$ cat src/rtl/core/wca_pkg.sv
`default_nettype none
package wca_pkg;

  localparam int NAT_W   = 16;
  localparam int LEFT_W  = 17;
  localparam int ROW_W   = 16;
  localparam int GAP_W   = 10;
  localparam int MIN_W   = 10;
  localparam int ALIGN_W = 2;
  localparam int CFG_W   = 16;
  localparam int CIDX_W  = 2;

  localparam int MAX_CELLS_DEF = 16;

  // register indexes
  localparam logic [CIDX_W-1:0] REG_ROW_WIDTH = 2'd0;
  localparam logic [CIDX_W-1:0] REG_CELL_GAP  = 2'd1;
  localparam logic [CIDX_W-1:0] REG_MIN_WIDTH = 2'd2;
  localparam logic [CIDX_W-1:0] REG_ALIGN     = 2'd3;

  // alignment modes
  localparam logic [ALIGN_W-1:0] ALIGN_EQUAL  = 2'd0;
  localparam logic [ALIGN_W-1:0] ALIGN_LEFT   = 2'd1;
  localparam logic [ALIGN_W-1:0] ALIGN_CENTER = 2'd2;
  localparam logic [ALIGN_W-1:0] ALIGN_RIGHT  = 2'd3;

endpackage
`default_nettype wire

$ cat src/rtl/core/weighted_cell_apportioner.sv
`default_nettype none
// Weighted cell apportioner. Natural widths stream in one per transaction on
// the slave side (tlast closes the row, as does reaching MAX_CELLS cells);
// the block then sends one transaction per cell with its left offset and
// width. While a row is being computed or sent, s_axis_tready is low. Rows
// whose natural widths fit and that are not in equal mode skip the split and
// go straight to output. Split rows run passes of the weighted split: each
// pass totals the free weights, then runs per unpinned cell a bit-serial
// multiply and a bit-serial divide of the 32 + log2(MAX_CELLS) bit product;
// a pinned cell skips both. The number of passes is one plus the number of
// passes that pin new cells, at most n + 1.
module weighted_cell_apportioner #(
  parameter int MAX_CELLS = wca_pkg::MAX_CELLS_DEF
) (
  input  wire logic                         clk,
  input  wire logic                         rst,
  input  wire logic                         cfg_we,
  input  wire logic [wca_pkg::CIDX_W-1:0]   cfg_index,
  input  wire logic [wca_pkg::CFG_W-1:0]    cfg_data,
  input  wire logic                         s_axis_tvalid,
  output logic                              s_axis_tready,
  input  wire logic [15:0]                  s_axis_tdata,  // natural_width
  input  wire logic                         s_axis_tlast,  // last_cell
  output logic                              m_axis_tvalid,
  input  wire logic                         m_axis_tready,
  output logic [39:0]                       m_axis_tdata,  // cell_left, cell_width, zero pad
  output logic                              m_axis_tlast   // last_result
);
  import wca_pkg::*;

  localparam int CNT_W = $clog2(MAX_CELLS + 1);
  localparam int IDX_W = (MAX_CELLS > 1) ? $clog2(MAX_CELLS) : 1;
  localparam int RUN_W = NAT_W + IDX_W;
  localparam int PRD_W = ROW_W + RUN_W;
  localparam int GPS_W = CNT_W + GAP_W;

  localparam logic [3:0] ST_IDLE    = 4'd0;
  localparam logic [3:0] ST_PREP    = 4'd1;
  localparam logic [3:0] ST_DECIDE  = 4'd2;
  localparam logic [3:0] ST_TOT_RD  = 4'd3;
  localparam logic [3:0] ST_TOT_DAT = 4'd4;
  localparam logic [3:0] ST_SPL_RD  = 4'd5;
  localparam logic [3:0] ST_SPL_DAT = 4'd6;
  localparam logic [3:0] ST_MUL     = 4'd7;
  localparam logic [3:0] ST_DIV     = 4'd8;
  localparam logic [3:0] ST_PASS    = 4'd9;
  localparam logic [3:0] ST_OUT_RD  = 4'd10;
  localparam logic [3:0] ST_OUT_LD  = 4'd11;

  // configuration
  logic [ROW_W-1:0]   row_width;
  logic [GAP_W-1:0]   cell_gap;
  logic [MIN_W-1:0]   min_cell_width;
  logic [ALIGN_W-1:0] align_mode;

  always_ff @(posedge clk) begin
    if (rst) begin
      row_width      <= '0;
      cell_gap       <= '0;
      min_cell_width <= '0;
      align_mode     <= ALIGN_EQUAL;
    end else if (cfg_we) begin
      case (cfg_index)
        REG_ROW_WIDTH: row_width      <= cfg_data[ROW_W-1:0];
        REG_CELL_GAP:  cell_gap       <= cfg_data[GAP_W-1:0];
        REG_MIN_WIDTH: min_cell_width <= cfg_data[MIN_W-1:0];
        REG_ALIGN:     align_mode     <= cfg_data[ALIGN_W-1:0];
        default: ;
      endcase
    end
  end

  logic [3:0]           state;
  logic [CNT_W-1:0]     cell_count;
  logic [CNT_W-1:0]     idx;
  logic [RUN_W-1:0]     total_nat;
  logic [GPS_W-1:0]     gaps;
  logic [ROW_W-1:0]     room;
  logic [MIN_W-1:0]     floor_w;
  logic                 use_nat;
  logic                 equal;
  logic [LEFT_W-1:0]    left;
  logic [MAX_CELLS-1:0] pinned_flags;
  logic [CNT_W-1:0]     pinned_n;
  logic [CNT_W-1:0]     added;
  logic [RUN_W-1:0]     total;
  logic [RUN_W-1:0]     run;
  logic [ROW_W-1:0]     share;
  logic [NAT_W-1:0]     edge_r;

  // weight and width stores
  logic [NAT_W-1:0] weight_store [MAX_CELLS];
  logic [NAT_W-1:0] width_store  [MAX_CELLS];
  logic [NAT_W-1:0] weight_rd;
  logic [NAT_W-1:0] width_rd;
  logic             wr_en;
  logic [NAT_W-1:0] wr_data;

  logic in_take;
  assign s_axis_tready = (state == ST_IDLE);
  assign in_take       = s_axis_tvalid && s_axis_tready;

  always_ff @(posedge clk) begin
    if (in_take) begin
      weight_store[cell_count[IDX_W-1:0]] <= s_axis_tdata;
    end
    weight_rd <= weight_store[idx[IDX_W-1:0]];
  end

  always_ff @(posedge clk) begin
    if (wr_en) begin
      width_store[idx[IDX_W-1:0]] <= wr_data;
    end
    width_rd <= width_store[idx[IDX_W-1:0]];
  end

  // serial arithmetic units
  logic             mul_start;
  logic             mul_done;
  logic [PRD_W-1:0] product;
  logic             div_start;
  logic             div_done;
  logic [PRD_W-1:0] quot;

  // row-level arithmetic, all narrow
  logic [GPS_W-1:0]     gaps_calc;
  logic [GPS_W-1:0]     floor_need;
  logic [RUN_W+1:0]     nat_need;
  logic [RUN_W+1:0]     spare;
  logic [GPS_W-1:0]     pin_room;
  logic [RUN_W-1:0]     wv;
  logic [RUN_W-1:0]     run_next;
  logic [NAT_W-1:0]     next_edge;
  logic [NAT_W-1:0]     split_w;
  logic                 cur_pinned;
  logic                 cnt_full;
  logic                 out_load;

  wca_mult #(.A_W(ROW_W), .B_W(RUN_W)) u_mult (
    .clk(clk), .rst(rst), .start(mul_start), .a(share), .b(run_next),
    .done(mul_done), .product(product)
  );

  wca_divider #(.N_W(PRD_W), .D_W(RUN_W)) u_div (
    .clk(clk), .rst(rst), .start(div_start), .numer(product), .denom(total),
    .done(div_done), .quot(quot)
  );

  assign gaps_calc  = (cell_count - 1'b1) * cell_gap;
  assign floor_need = cell_count * min_cell_width;
  assign nat_need   = (RUN_W+2)'(total_nat) + (RUN_W+2)'(gaps);
  assign spare      = (RUN_W+2)'(row_width) - nat_need;
  assign pin_room   = pinned_n * floor_w;
  assign wv         = equal ? RUN_W'(1) : RUN_W'(weight_rd);
  assign run_next   = run + wv;
  assign next_edge  = quot[NAT_W-1:0];
  assign split_w    = next_edge - edge_r;
  assign cur_pinned = pinned_flags[idx[IDX_W-1:0]];
  assign cnt_full   = (cell_count + 1'b1) == CNT_W'(MAX_CELLS);
  assign out_load   = (state == ST_OUT_LD) && (!m_axis_tvalid || m_axis_tready);

  // width store write port
  always_comb begin
    wr_en   = 1'b0;
    wr_data = '0;
    if (state == ST_SPL_DAT) begin
      if (cur_pinned) begin
        wr_en   = 1'b1;
        wr_data = NAT_W'(floor_w);
      end else if (total == '0) begin
        wr_en = 1'b1;
      end
    end else if (state == ST_DIV && div_done) begin
      wr_en   = 1'b1;
      wr_data = split_w;
    end
  end

  assign mul_start = (state == ST_SPL_DAT) && !cur_pinned && (total != '0);
  assign div_start = (state == ST_MUL) && mul_done;

  // sequencer
  always_ff @(posedge clk) begin
    if (rst) begin
      state         <= ST_IDLE;
      cell_count    <= '0;
      total_nat     <= '0;
      idx           <= '0;
      pinned_flags  <= '0;
      m_axis_tvalid <= 1'b0;
    end else begin
      if (m_axis_tready && !out_load) begin
        m_axis_tvalid <= 1'b0;
      end
      case (state)
        ST_IDLE: begin
          if (in_take) begin
            cell_count <= cell_count + 1'b1;
            total_nat  <= total_nat + RUN_W'(s_axis_tdata);
            if (s_axis_tlast || cnt_full) begin
              state <= ST_PREP;
            end
          end
        end
        ST_PREP: begin
          gaps  <= gaps_calc;
          state <= ST_DECIDE;
        end
        ST_DECIDE: begin
          room         <= (row_width >= ROW_W'(gaps)) ? row_width - ROW_W'(gaps) : '0;
          pinned_flags <= '0;
          pinned_n     <= '0;
          idx          <= '0;
          total        <= '0;
          left         <= '0;
          equal        <= (align_mode == ALIGN_EQUAL);
          if (align_mode == ALIGN_EQUAL || nat_need > (RUN_W+2)'(row_width)) begin
            use_nat <= 1'b0;
            state   <= ST_TOT_RD;
          end else begin
            use_nat <= 1'b1;
            if (align_mode == ALIGN_CENTER) begin
              left <= LEFT_W'(spare >> 1);
            end else if (align_mode == ALIGN_RIGHT) begin
              left <= LEFT_W'(spare);
            end
            state <= ST_OUT_RD;
          end
        end
        ST_TOT_RD: begin
          // drop the floor when the row cannot hold it
          if (ROW_W'(floor_need) > room) begin
            floor_w <= '0;
          end else begin
            floor_w <= min_cell_width;
          end
          state <= ST_TOT_DAT;
        end
        ST_TOT_DAT: begin
          if (!cur_pinned) begin
            total <= total + wv;
          end
          if (idx + 1'b1 == cell_count) begin
            idx    <= '0;
            share  <= (room >= ROW_W'(pin_room)) ? room - ROW_W'(pin_room) : '0;
            run    <= '0;
            edge_r <= '0;
            added  <= '0;
            state  <= ST_SPL_RD;
          end else begin
            idx   <= idx + 1'b1;
            state <= ST_TOT_RD;
          end
        end
        ST_SPL_RD: begin
          state <= ST_SPL_DAT;
        end
        ST_SPL_DAT: begin
          if (cur_pinned) begin
            state <= ST_PASS;
          end else if (total != '0) begin
            run   <= run_next;
            state <= ST_MUL;
          end else begin
            if (floor_w != '0) begin
              pinned_flags[idx[IDX_W-1:0]] <= 1'b1;
              added <= added + 1'b1;
            end
            state <= ST_PASS;
          end
        end
        ST_MUL: begin
          if (mul_done) begin
            state <= ST_DIV;
          end
        end
        ST_DIV: begin
          if (div_done) begin
            edge_r <= next_edge;
            if (split_w < NAT_W'(floor_w)) begin
              pinned_flags[idx[IDX_W-1:0]] <= 1'b1;
              added <= added + 1'b1;
            end
            state <= ST_PASS;
          end
        end
        ST_PASS: begin
          // advance to the next cell, or close the pass
          if (idx + 1'b1 != cell_count) begin
            idx   <= idx + 1'b1;
            state <= ST_SPL_RD;
          end else if (added == '0) begin
            idx   <= '0;
            state <= ST_OUT_RD;
          end else begin
            pinned_n <= pinned_n + added;
            idx      <= '0;
            total    <= '0;
            state    <= ST_TOT_RD;
          end
        end
        ST_OUT_RD: begin
          state <= ST_OUT_LD;
        end
        ST_OUT_LD: begin
          if (out_load) begin
            m_axis_tvalid <= 1'b1;
            m_axis_tdata  <= {7'd0, (use_nat ? weight_rd : width_rd), left};
            m_axis_tlast  <= (idx + 1'b1 == cell_count);
            left <= left + LEFT_W'(use_nat ? weight_rd : width_rd) + LEFT_W'(cell_gap);
            if (idx + 1'b1 == cell_count) begin
              idx        <= '0;
              cell_count <= '0;
              total_nat  <= '0;
              state      <= ST_IDLE;
            end else begin
              idx   <= idx + 1'b1;
              state <= ST_OUT_RD;
            end
          end
        end
        default: state <= ST_IDLE;
      endcase
    end
  end
endmodule
`default_nettype wire

$ cat src/rtl/core/wca_mult.sv
`default_nettype none
// Shift-add multiplier, one multiplier bit per cycle.
module wca_mult #(
  parameter int A_W = 16,
  parameter int B_W = 20
) (
  input  wire logic               clk,
  input  wire logic               rst,
  input  wire logic               start,
  input  wire logic [A_W-1:0]     a,
  input  wire logic [B_W-1:0]     b,
  output logic                    done,
  output logic [A_W+B_W-1:0]      product
);
  localparam int P_W = A_W + B_W;
  localparam int C_W = $clog2(A_W + 1);

  logic [A_W-1:0] mplier;
  logic [P_W-1:0] mcand;
  logic [C_W-1:0] cnt;
  logic           busy;

  // accumulate one partial product per cycle
  always_ff @(posedge clk) begin
    done <= 1'b0;
    if (rst) begin
      busy <= 1'b0;
      cnt  <= '0;
    end else if (start) begin
      busy    <= 1'b1;
      cnt     <= '0;
      mplier  <= a;
      mcand   <= {{A_W{1'b0}}, b};
      product <= '0;
    end else if (busy) begin
      if (mplier[0]) begin
        product <= product + mcand;
      end
      mplier <= mplier >> 1;
      mcand  <= mcand << 1;
      cnt    <= cnt + 1'b1;
      if (cnt == C_W'(A_W - 1)) begin
        busy <= 1'b0;
        done <= 1'b1;
      end
    end
  end
endmodule
`default_nettype wire

$ cat src/rtl/core/wca_divider.sv
`default_nettype none
// Restoring divider, one quotient bit per cycle.
module wca_divider #(
  parameter int N_W = 36,
  parameter int D_W = 20
) (
  input  wire logic           clk,
  input  wire logic           rst,
  input  wire logic           start,
  input  wire logic [N_W-1:0] numer,
  input  wire logic [D_W-1:0] denom,
  output logic                done,
  output logic [N_W-1:0]      quot
);
  localparam int C_W = $clog2(N_W + 1);

  logic [D_W:0]   rem;
  logic [D_W:0]   trial;
  logic [D_W-1:0] den;
  logic [C_W-1:0] cnt;
  logic           busy;

  assign trial = {rem[D_W-1:0], quot[N_W-1]};

  // shift in one numerator bit, subtract when it fits
  always_ff @(posedge clk) begin
    done <= 1'b0;
    if (rst) begin
      busy <= 1'b0;
      cnt  <= '0;
    end else if (start) begin
      busy <= 1'b1;
      cnt  <= '0;
      rem  <= '0;
      den  <= denom;
      quot <= numer;
    end else if (busy) begin
      if (trial >= {1'b0, den}) begin
        rem  <= trial - {1'b0, den};
        quot <= {quot[N_W-2:0], 1'b1};
      end else begin
        rem  <= trial;
        quot <= {quot[N_W-2:0], 1'b0};
      end
      cnt <= cnt + 1'b1;
      if (cnt == C_W'(N_W - 1)) begin
        busy <= 1'b0;
        done <= 1'b1;
      end
    end
  end
endmodule
`default_nettype wire
$ cat config.mk
export PLATFORM = sky130hd
export DESIGN_NAME = weighted_cell_apportioner
export DESIGN_NICKNAME = d
export VERILOG_FILES = /design/src/rtl/core/wca_pkg.sv /design/src/rtl/core/weighted_cell_apportioner.sv /design/src/rtl/core/wca_mult.sv /design/src/rtl/core/wca_divider.sv
export SDC_FILE = /design/constraint.sdc
export NUM_CORES = 2
export LEC_CHECK = 0
export ABC_AREA = 1
export BUFFER_PORTS_ARGS = -buffer_cell sky130_fd_sc_hd__buf_2
export CORE_MARGIN = 8
export CORE_UTILIZATION = 30
export CTS_BUF_LIST = sky130_fd_sc_hd__clkbuf_8
export DETAILED_ROUTE_END_ITERATION = 8
export PLACE_DENSITY = 0.53
export SETUP_SLACK_MARGIN = 0.4
export SLEW_MARGIN = 20
export SYNTH_ARGS = -nofsm -noshare
export SYNTH_HDL_FRONTEND = slang
export SYNTH_SLANG_ARGS = --single-unit
$ cat constraint.sdc
create_clock -name clk -period 8.9 [get_ports clk]
set_clock_uncertainty 0.05 [all_clocks]
set_input_delay 1.335 -clock clk [delete_from_list [all_inputs] [get_ports clk]]
set_output_delay 1.335 -clock clk [all_outputs]
set_load 0.005 [all_outputs]
# [Word level (Yosys, flattened, before mapping)]
# Memory sizes are Yosys's and may differ from the RTL's. A register that Yosys moved wholly into a read port is not among the register bits.
# Cells that the tools add are included.
[classes] muxes=96 magnitude_cmp=8 n_reduce_logical=60 bitwise_logic=4 addsub=19 eq_ne=36 multipliers=3
[op_table] op="2-to-1 mux 16 bit" count=14
[op_table] op="2-to-1 mux 20 bit" count=11
[op_table] op="2-to-1 mux 36 bit" count=5
[op_table] op="case mux 20 bit (2 select lines)" count=2
[op_table] op="2-to-1 mux 17 bit" count=4
[op_table] op="2-to-1 mux 5 bit" count=13
[op_table] op="adder 20 x 16 -> 20 bit" count=3
[op_table] op="case mux 20 bit (3 select lines)" count=1
[op_table] op="case mux 16 bit (3 select lines)" count=1
[op_table] op="case mux 4 bit (12 select lines)" count=1
[op_table] op="2-to-1 mux 4 bit" count=11
[op_table] op="adder 36 bit" count=1
[op_table] op="case mux 17 bit (2 select lines)" count=1
[op_table] op=">= comparator 16 x 15 -> 1 bit" count=2
[op_table] op="case mux 16 bit (2 select lines)" count=1
[op_table] op="subtractor 16 x 15 -> 16 bit" count=2
[op_table] op="multiplier 5 x 10 -> 15 bit" count=2
[op_table] op="2-to-1 mux 1 bit" count=23
[op_table] op="AND reduction 2 bit" count=11
[op_table] op="adder 20 x 15 -> 21 bit" count=1
[op_table] op=">= comparator 21 x 20 -> 1 bit" count=1
[op_table] op="greater-than comparator 21 x 16 -> 1 bit" count=1
[op_table] op="adder 5 x 1 -> 5 bit, second input constant" count=4
[op_table] op="zero test 20 bit" count=1
[op_table] op="other kinds (53)" count=109
[totals] out_inout_bits=43 reg_bits=444 elab_cells=265 mem_bits_rw=512 input_bits=40 memories=2
[memory_table] memory="weight_store" words=16 word_bits=16 rd=1 rd_ports_with_merged_regs=1 wr=1 line_no="weighted_cell_apportioner.sv:92" rtl="logic [NAT_W-1:0] weight_store [MAX_CELLS];"
[memory_table] memory="width_store" words=16 word_bits=16 rd=1 rd_ports_with_merged_regs=1 wr=1 line_no="weighted_cell_apportioner.sv:93" rtl="logic [NAT_W-1:0] width_store [MAX_CELLS];"

# [Depth between registers and ports, before layout]
[logic_depth] ltp_word=9 depth_mapped=30 mapped_depth_nobuf=29

# [Cells and area by module]
# From an unflattened synthesis, not the netlist that was laid out.
[hier_totals] hier_cells=6078 area_unflattened_um2=55502.0
[by_module_without_submodules] module="weighted_cell_apportioner" n_inst=1 area_per_inst_um2=44418.9 seq_area_each_um2=23082.1 cells_each=4650
[by_module_without_submodules] module="wca_mult" n_inst=1 area_per_inst_um2=6227.2 seq_area_each_um2=2782.7 cells_each=833
[by_module_without_submodules] module="wca_divider" n_inst=1 area_per_inst_um2=4855.9 seq_area_each_um2=2442.3 cells_each=595

# [Least setup slack after synthesis]
# Ideal clock, no wire load.
[synth_timing] kind="reg2reg" from="register cell_count[3]" to="register floor_w[0] (data pin)" t_required_ns=8.573 n_path_buf=2 synth_period_minus_slack_ns=5.482 path_slack_ns=3.418 setup_time_ns=0.277 path_stages_with_launch=27 arrival_time_ns=5.154 cell_sequence="dfxtp_1 > clkbuf_1 > clkbuf_1 > nand2_1 > inv_1 > fa_1 > fa_1 > inv_1 > fa_1 > inv_1 > ha_1 > inv_1 > nor4_1 > nor2_1 > o21ai_0 > nand3_1 > nand2_1 > a21oi_1 > nor2_1 > nor2_1 > xor2_1 > ha_1 > nand4_1 > nor3_1 > nand2_1 > a22oi_1 > nor2_1"
[synth_between] elab_chain_len=2
[synth_rtl] element="start: declaration" line_no="weighted_cell_apportioner.sv:74" rtl="logic [CNT_W-1:0] cell_count;"
[synth_rtl] element="start signal: assignment" line_no="weighted_cell_apportioner.sv:198" rtl="cell_count <= cell_count + 1'b1;"
[synth_rtl] element="multiplier 5 x 10 -> 15 bit" line_no="weighted_cell_apportioner.sv:150" rtl="assign floor_need = cell_count * min_cell_width;"
[synth_rtl] element="greater-than comparator 15 x 16 -> 1 bit" line_no="weighted_cell_apportioner.sv:232" rtl="if (ROW_W'(floor_need) > room) begin"
[synth_rtl] element="end signal: assignment" line_no="weighted_cell_apportioner.sv:235" rtl="floor_w <= min_cell_width;"
[synth_rtl] element="end: declaration" line_no="weighted_cell_apportioner.sv:79" rtl="logic [MIN_W-1:0] floor_w;"
# No other way between the ends.
# A chain may end at the register's enable or synchronous reset.

# [Worst setup path after layout]
[layout_timing] from="register cell_count[0]" to="register gaps[14] (data pin)"
[layout_between] elab_chain_len=2
[layout_rtl] element="subtractor 5 x 1 -> 6 bit" line_no="weighted_cell_apportioner.sv:149" rtl="assign gaps_calc = (cell_count - 1'b1) * cell_gap;"
[layout_rtl] element="multiplier 6 x 11 -> 15 bit" line_no="weighted_cell_apportioner.sv:149"
[layout_rtl] element="via gaps_calc[14]" line_no="weighted_cell_apportioner.sv:126" rtl="logic [GPS_W-1:0] gaps_calc;"
[layout_rtl] element="end signal: assignment" line_no="weighted_cell_apportioner.sv:206" rtl="gaps <= gaps_calc;"
[layout_rtl] element="end: declaration" line_no="weighted_cell_apportioner.sv:77" rtl="logic [GPS_W-1:0] gaps;"
# The timed path passes the listed nets, and every way through them passes these cells.

==> impl_results.md <==
- Outcome: finished, final reports clean
- Main synth FF type: edfxtp_1
- Seq cells post-synth: between 900 and 1000
- Avg Inst Size Synth: 9.43 sq um
- # setup viols final: 0
- Worst-case clock buffer depth: 3
- Depth of the CTS H-tree: 4
- Worst setup SP type: flip-flop
- Design Area, Final: 61300 sq um
- Routed vias/inst: ~5
- Buffers on Ports: 75
- Row count: 156
- FMAX: about 0.16 GHz
- Commonest non-fill, non-tap cell in the layout: nand2_1
- Met1 WL: about 73000 um
- Setup total negative slack: 0 ns
- Cells after synthesis: around 5800
- Post-synthesis cell area: between 50000 and 60000 sq um
- Die Width: approximately 440 um
- Worst Setup End Kind: flip-flop
- Iteration-0 DRC Markers: 3423
- Max_slew headroom: 0.326
- Total grt overflow: 0
- YS warnings: 0
- Sequential fraction of the synthesis area: 0.519
- Worst vdd ir: 0.000128 V
- Clk sinks: slightly below 1000
- Initial Util: 0.302
- Min-Delay Path Class: reg2reg
- Post-DP HPWL: 109000 um
- Synth Area in Adders: 0.115
- Tcrit/Tclk final: 0.722
- DR WL/cell: around 19 um
- Die height: 443 um
- CTS Hold Bufs: 0
- Leakage power: approximately 0.026 uW
- DR pass1 iterations: 5
- Vias in the first global route: ~40000
- First-pass GRT wire length: 241000 um
- Commonest non-fill, non-tap cells in the layout: 1023 x nand2_1, 852 x edfxtp_1, 822 x inv_1
- # DRC: 0
- Largest net degree at the start of global routing: about 120
- CP required: between 9 and 10 ns
- Post-synthesis mux area share: 0.000206
- Async SR Flop Fraction: 0
- Top Ports: 83
- Syn-to-layout area delta: 12.3%
- RSZ-0062 raised after global routing: false
- Distinct cell type count after synthesis: 66
- Initial antenna violation count: 18
- Met2 routed WL: between 70000 and 80000 um
- Vias: 41000
- Simple-Gate Fraction of Synth Area: 0.151
- Layout Cells excl Fill: 8437
- CTS Root Cell: clkbuf_8
- CP Max Fanout: 20
- Reg clk slew, reported paths: approximately 0.06 ns
- Layout fillers: 18600
- Crit path kind: reg2reg
- Final Hold Viols: 0
- Number of nets with antenna violations after routing: 0
- CTS tree: built
- Max Used Layer: met4
- Largest family of logic cells by synthesized area: simple AND/OR/NAND/NOR gates
- Total core area: approximately 180000 sq um
- Post-CTS setup buffers: 0
- Worst EP arrival: 7.02 ns
- Total Routing Usage GR: 0.156
- Slew @ Worst Pin: 1.01 ns
- WL met3: slightly below 8000 um
- Routability cong.: approximately 0.91
- Cells after DPL: approximately 8100
- Total of max-cap violations: 0
- Total Wirelength: about 160000 um
- Synth Area in Compound Gates: 0.122
- Placed cell areas: around 58000 sq um
- Post-layout minimum cycle time: about 6.4 ns
- Layout cells sized above 1: 0.0798
- TritonCTS Buffers: approximately 170
- Die area: 196000 sq um
- Count of pins over their slew limit: 0
- Post_cts resized: 0
- PD cells: 197 nW/um^2
- Number of synthesized flops with an enable pin: roughly 850
- Clk_lat worst skew: 0.93 ns
- Layout net count: 6400
- Synth Area in XOR/XNOR: 0.0255
## worst max-delay path: stages (launching register included)
cell and delay [ns]:
dfxtp_1 0.89, inv_2 0.30, ha_1 0.32, nand2_1 0.09, xor2_1 0.63, inv_1 0.13, nand2_1 0.12, fa_1 0.45
fa_1 0.55, inv_1 0.06, fa_1 0.57, fa_1 0.48, fa_1 0.47, a31oi_1 0.23, o21ai_0 0.17, a21oi_1 0.16
o21bai_1 0.10, a21oi_1 0.14, o21bai_1 0.08, xor2_1 0.15
## routing by layer
layer | vias to the layer above | track usage
li1 | 19900 | -
met4 | 0 | 0.0521
met2 | 1037 | 0.254
met3 | 268 | 0.0233
met5 | - | 0
met1 | 19800 | 0.214
## Yosys cell counts (11+ instances only)
cell type | count | area [sq um]
xor2_1 | 100 | 876
nand4_1 | 76 | 475
or2_2 | 22 | 138
buf_4 | 13 | 97.6
o22ai_1 | 132 | 826
nand2_1 | 1024 | 3840
o21ai_0 | 541 | 2710
clkbuf_1 | 152 | 571
ha_1 | 336 | 4200
dfxtp_1 | 136 | 2720
nor3_1 | 52 | 260
a21oi_1 | 409 | 2050
a21boi_0 | 11 | 82.6
edfxtp_1 | 852 | 25600
a21o_1 | 21 | 158
buf_2 | 17 | 85.1
xnor2_1 | 54 | 473
nor2_1 | 657 | 2470
o21bai_1 | 15 | 113
nand3_1 | 129 | 646
a31oi_1 | 30 | 188
inv_1 | 764 | 2870
fa_1 | 103 | 2060
nor4_1 | 14 | 87.6
o21a_1 | 14 | 105
## cell families (layout without fill, tap and decap cells)
group           Yosys count  in the layout
compound gates         1224           1224
xor+xnor                156            156
fa+ha+maj               439            439
buf+inv                 969           1238
flops                   988            988
mux                       1              1
other cells               1              9
simple gates           2012           2012
## flip-flops by register name, summed over array words and instances, names as in the netlist, 17 cells and up
name	flops
u_div.rem	20
run	20
left	17
u_mult.product	36
total_nat	20
u_div.quot	36
width_store	256
m_axis_tdata	33
u_div.den	20
total	20
weight_store	256
u_mult.mcand	36
## worst paths after layout
| kind | slack (ns) | to | startpoint | cells after the start |
|---|---|---|---|---|
| hold / removal | 0.40 | pinned_flags[11] | pinned_flags[11] | 2 |
| setup / recovery | 2.48 | gaps[14] | cell_count[0] | 19 |
| setup reg to reg | 2.48 | gaps[14] | cell_count[0] | 19 |
| hold reg to reg | 0.40 | pinned_flags[11] | pinned_flags[11] | 2 |
## cell type report
cell class | instances | area (sq um) | area share
Timing Repair Buffer | 149 | 935 | 0.0152
Sequential cell | 988 | 28300 | 0.462
Tap cell | 2370 | 2970 | 0.0484
Antenna cell | 2 | 5.00 | 0.0000816
Clock buffer | 181 | 2490 | 0.0406
Clock inverter | 133 | 862 | 0.0141
Inverter | 775 | 2920 | 0.0477
Multi-Input combinational cell | 3839 | 22800 | 0.372
## report_power, final
group	switching (uW)	leakage (uW)	total [uW]	internal (uW)
logic	1770	0.0148	2660	887
registers	120	0.00923	5290	5170
clock network	2020	0.00193	4140	2120
total	3910	0.0260	12100	8170
## metrics by stage
stage	total power, uW	setup WS, ns	utilization	hold slack, ns
3_3_place_gp	7990	2.64	0.320	0.384
4_1_cts	12200	2.47	0.339	0.397
3_5_place_dp	8010	2.54	0.320	0.388
6_report	12100	2.48	0.339	0.396
2_1_floorplan	7180	3.42	-	0.372
5_1_grt	12700	2.02	0.339	0.411
Power figures use the tool's default switching activity.
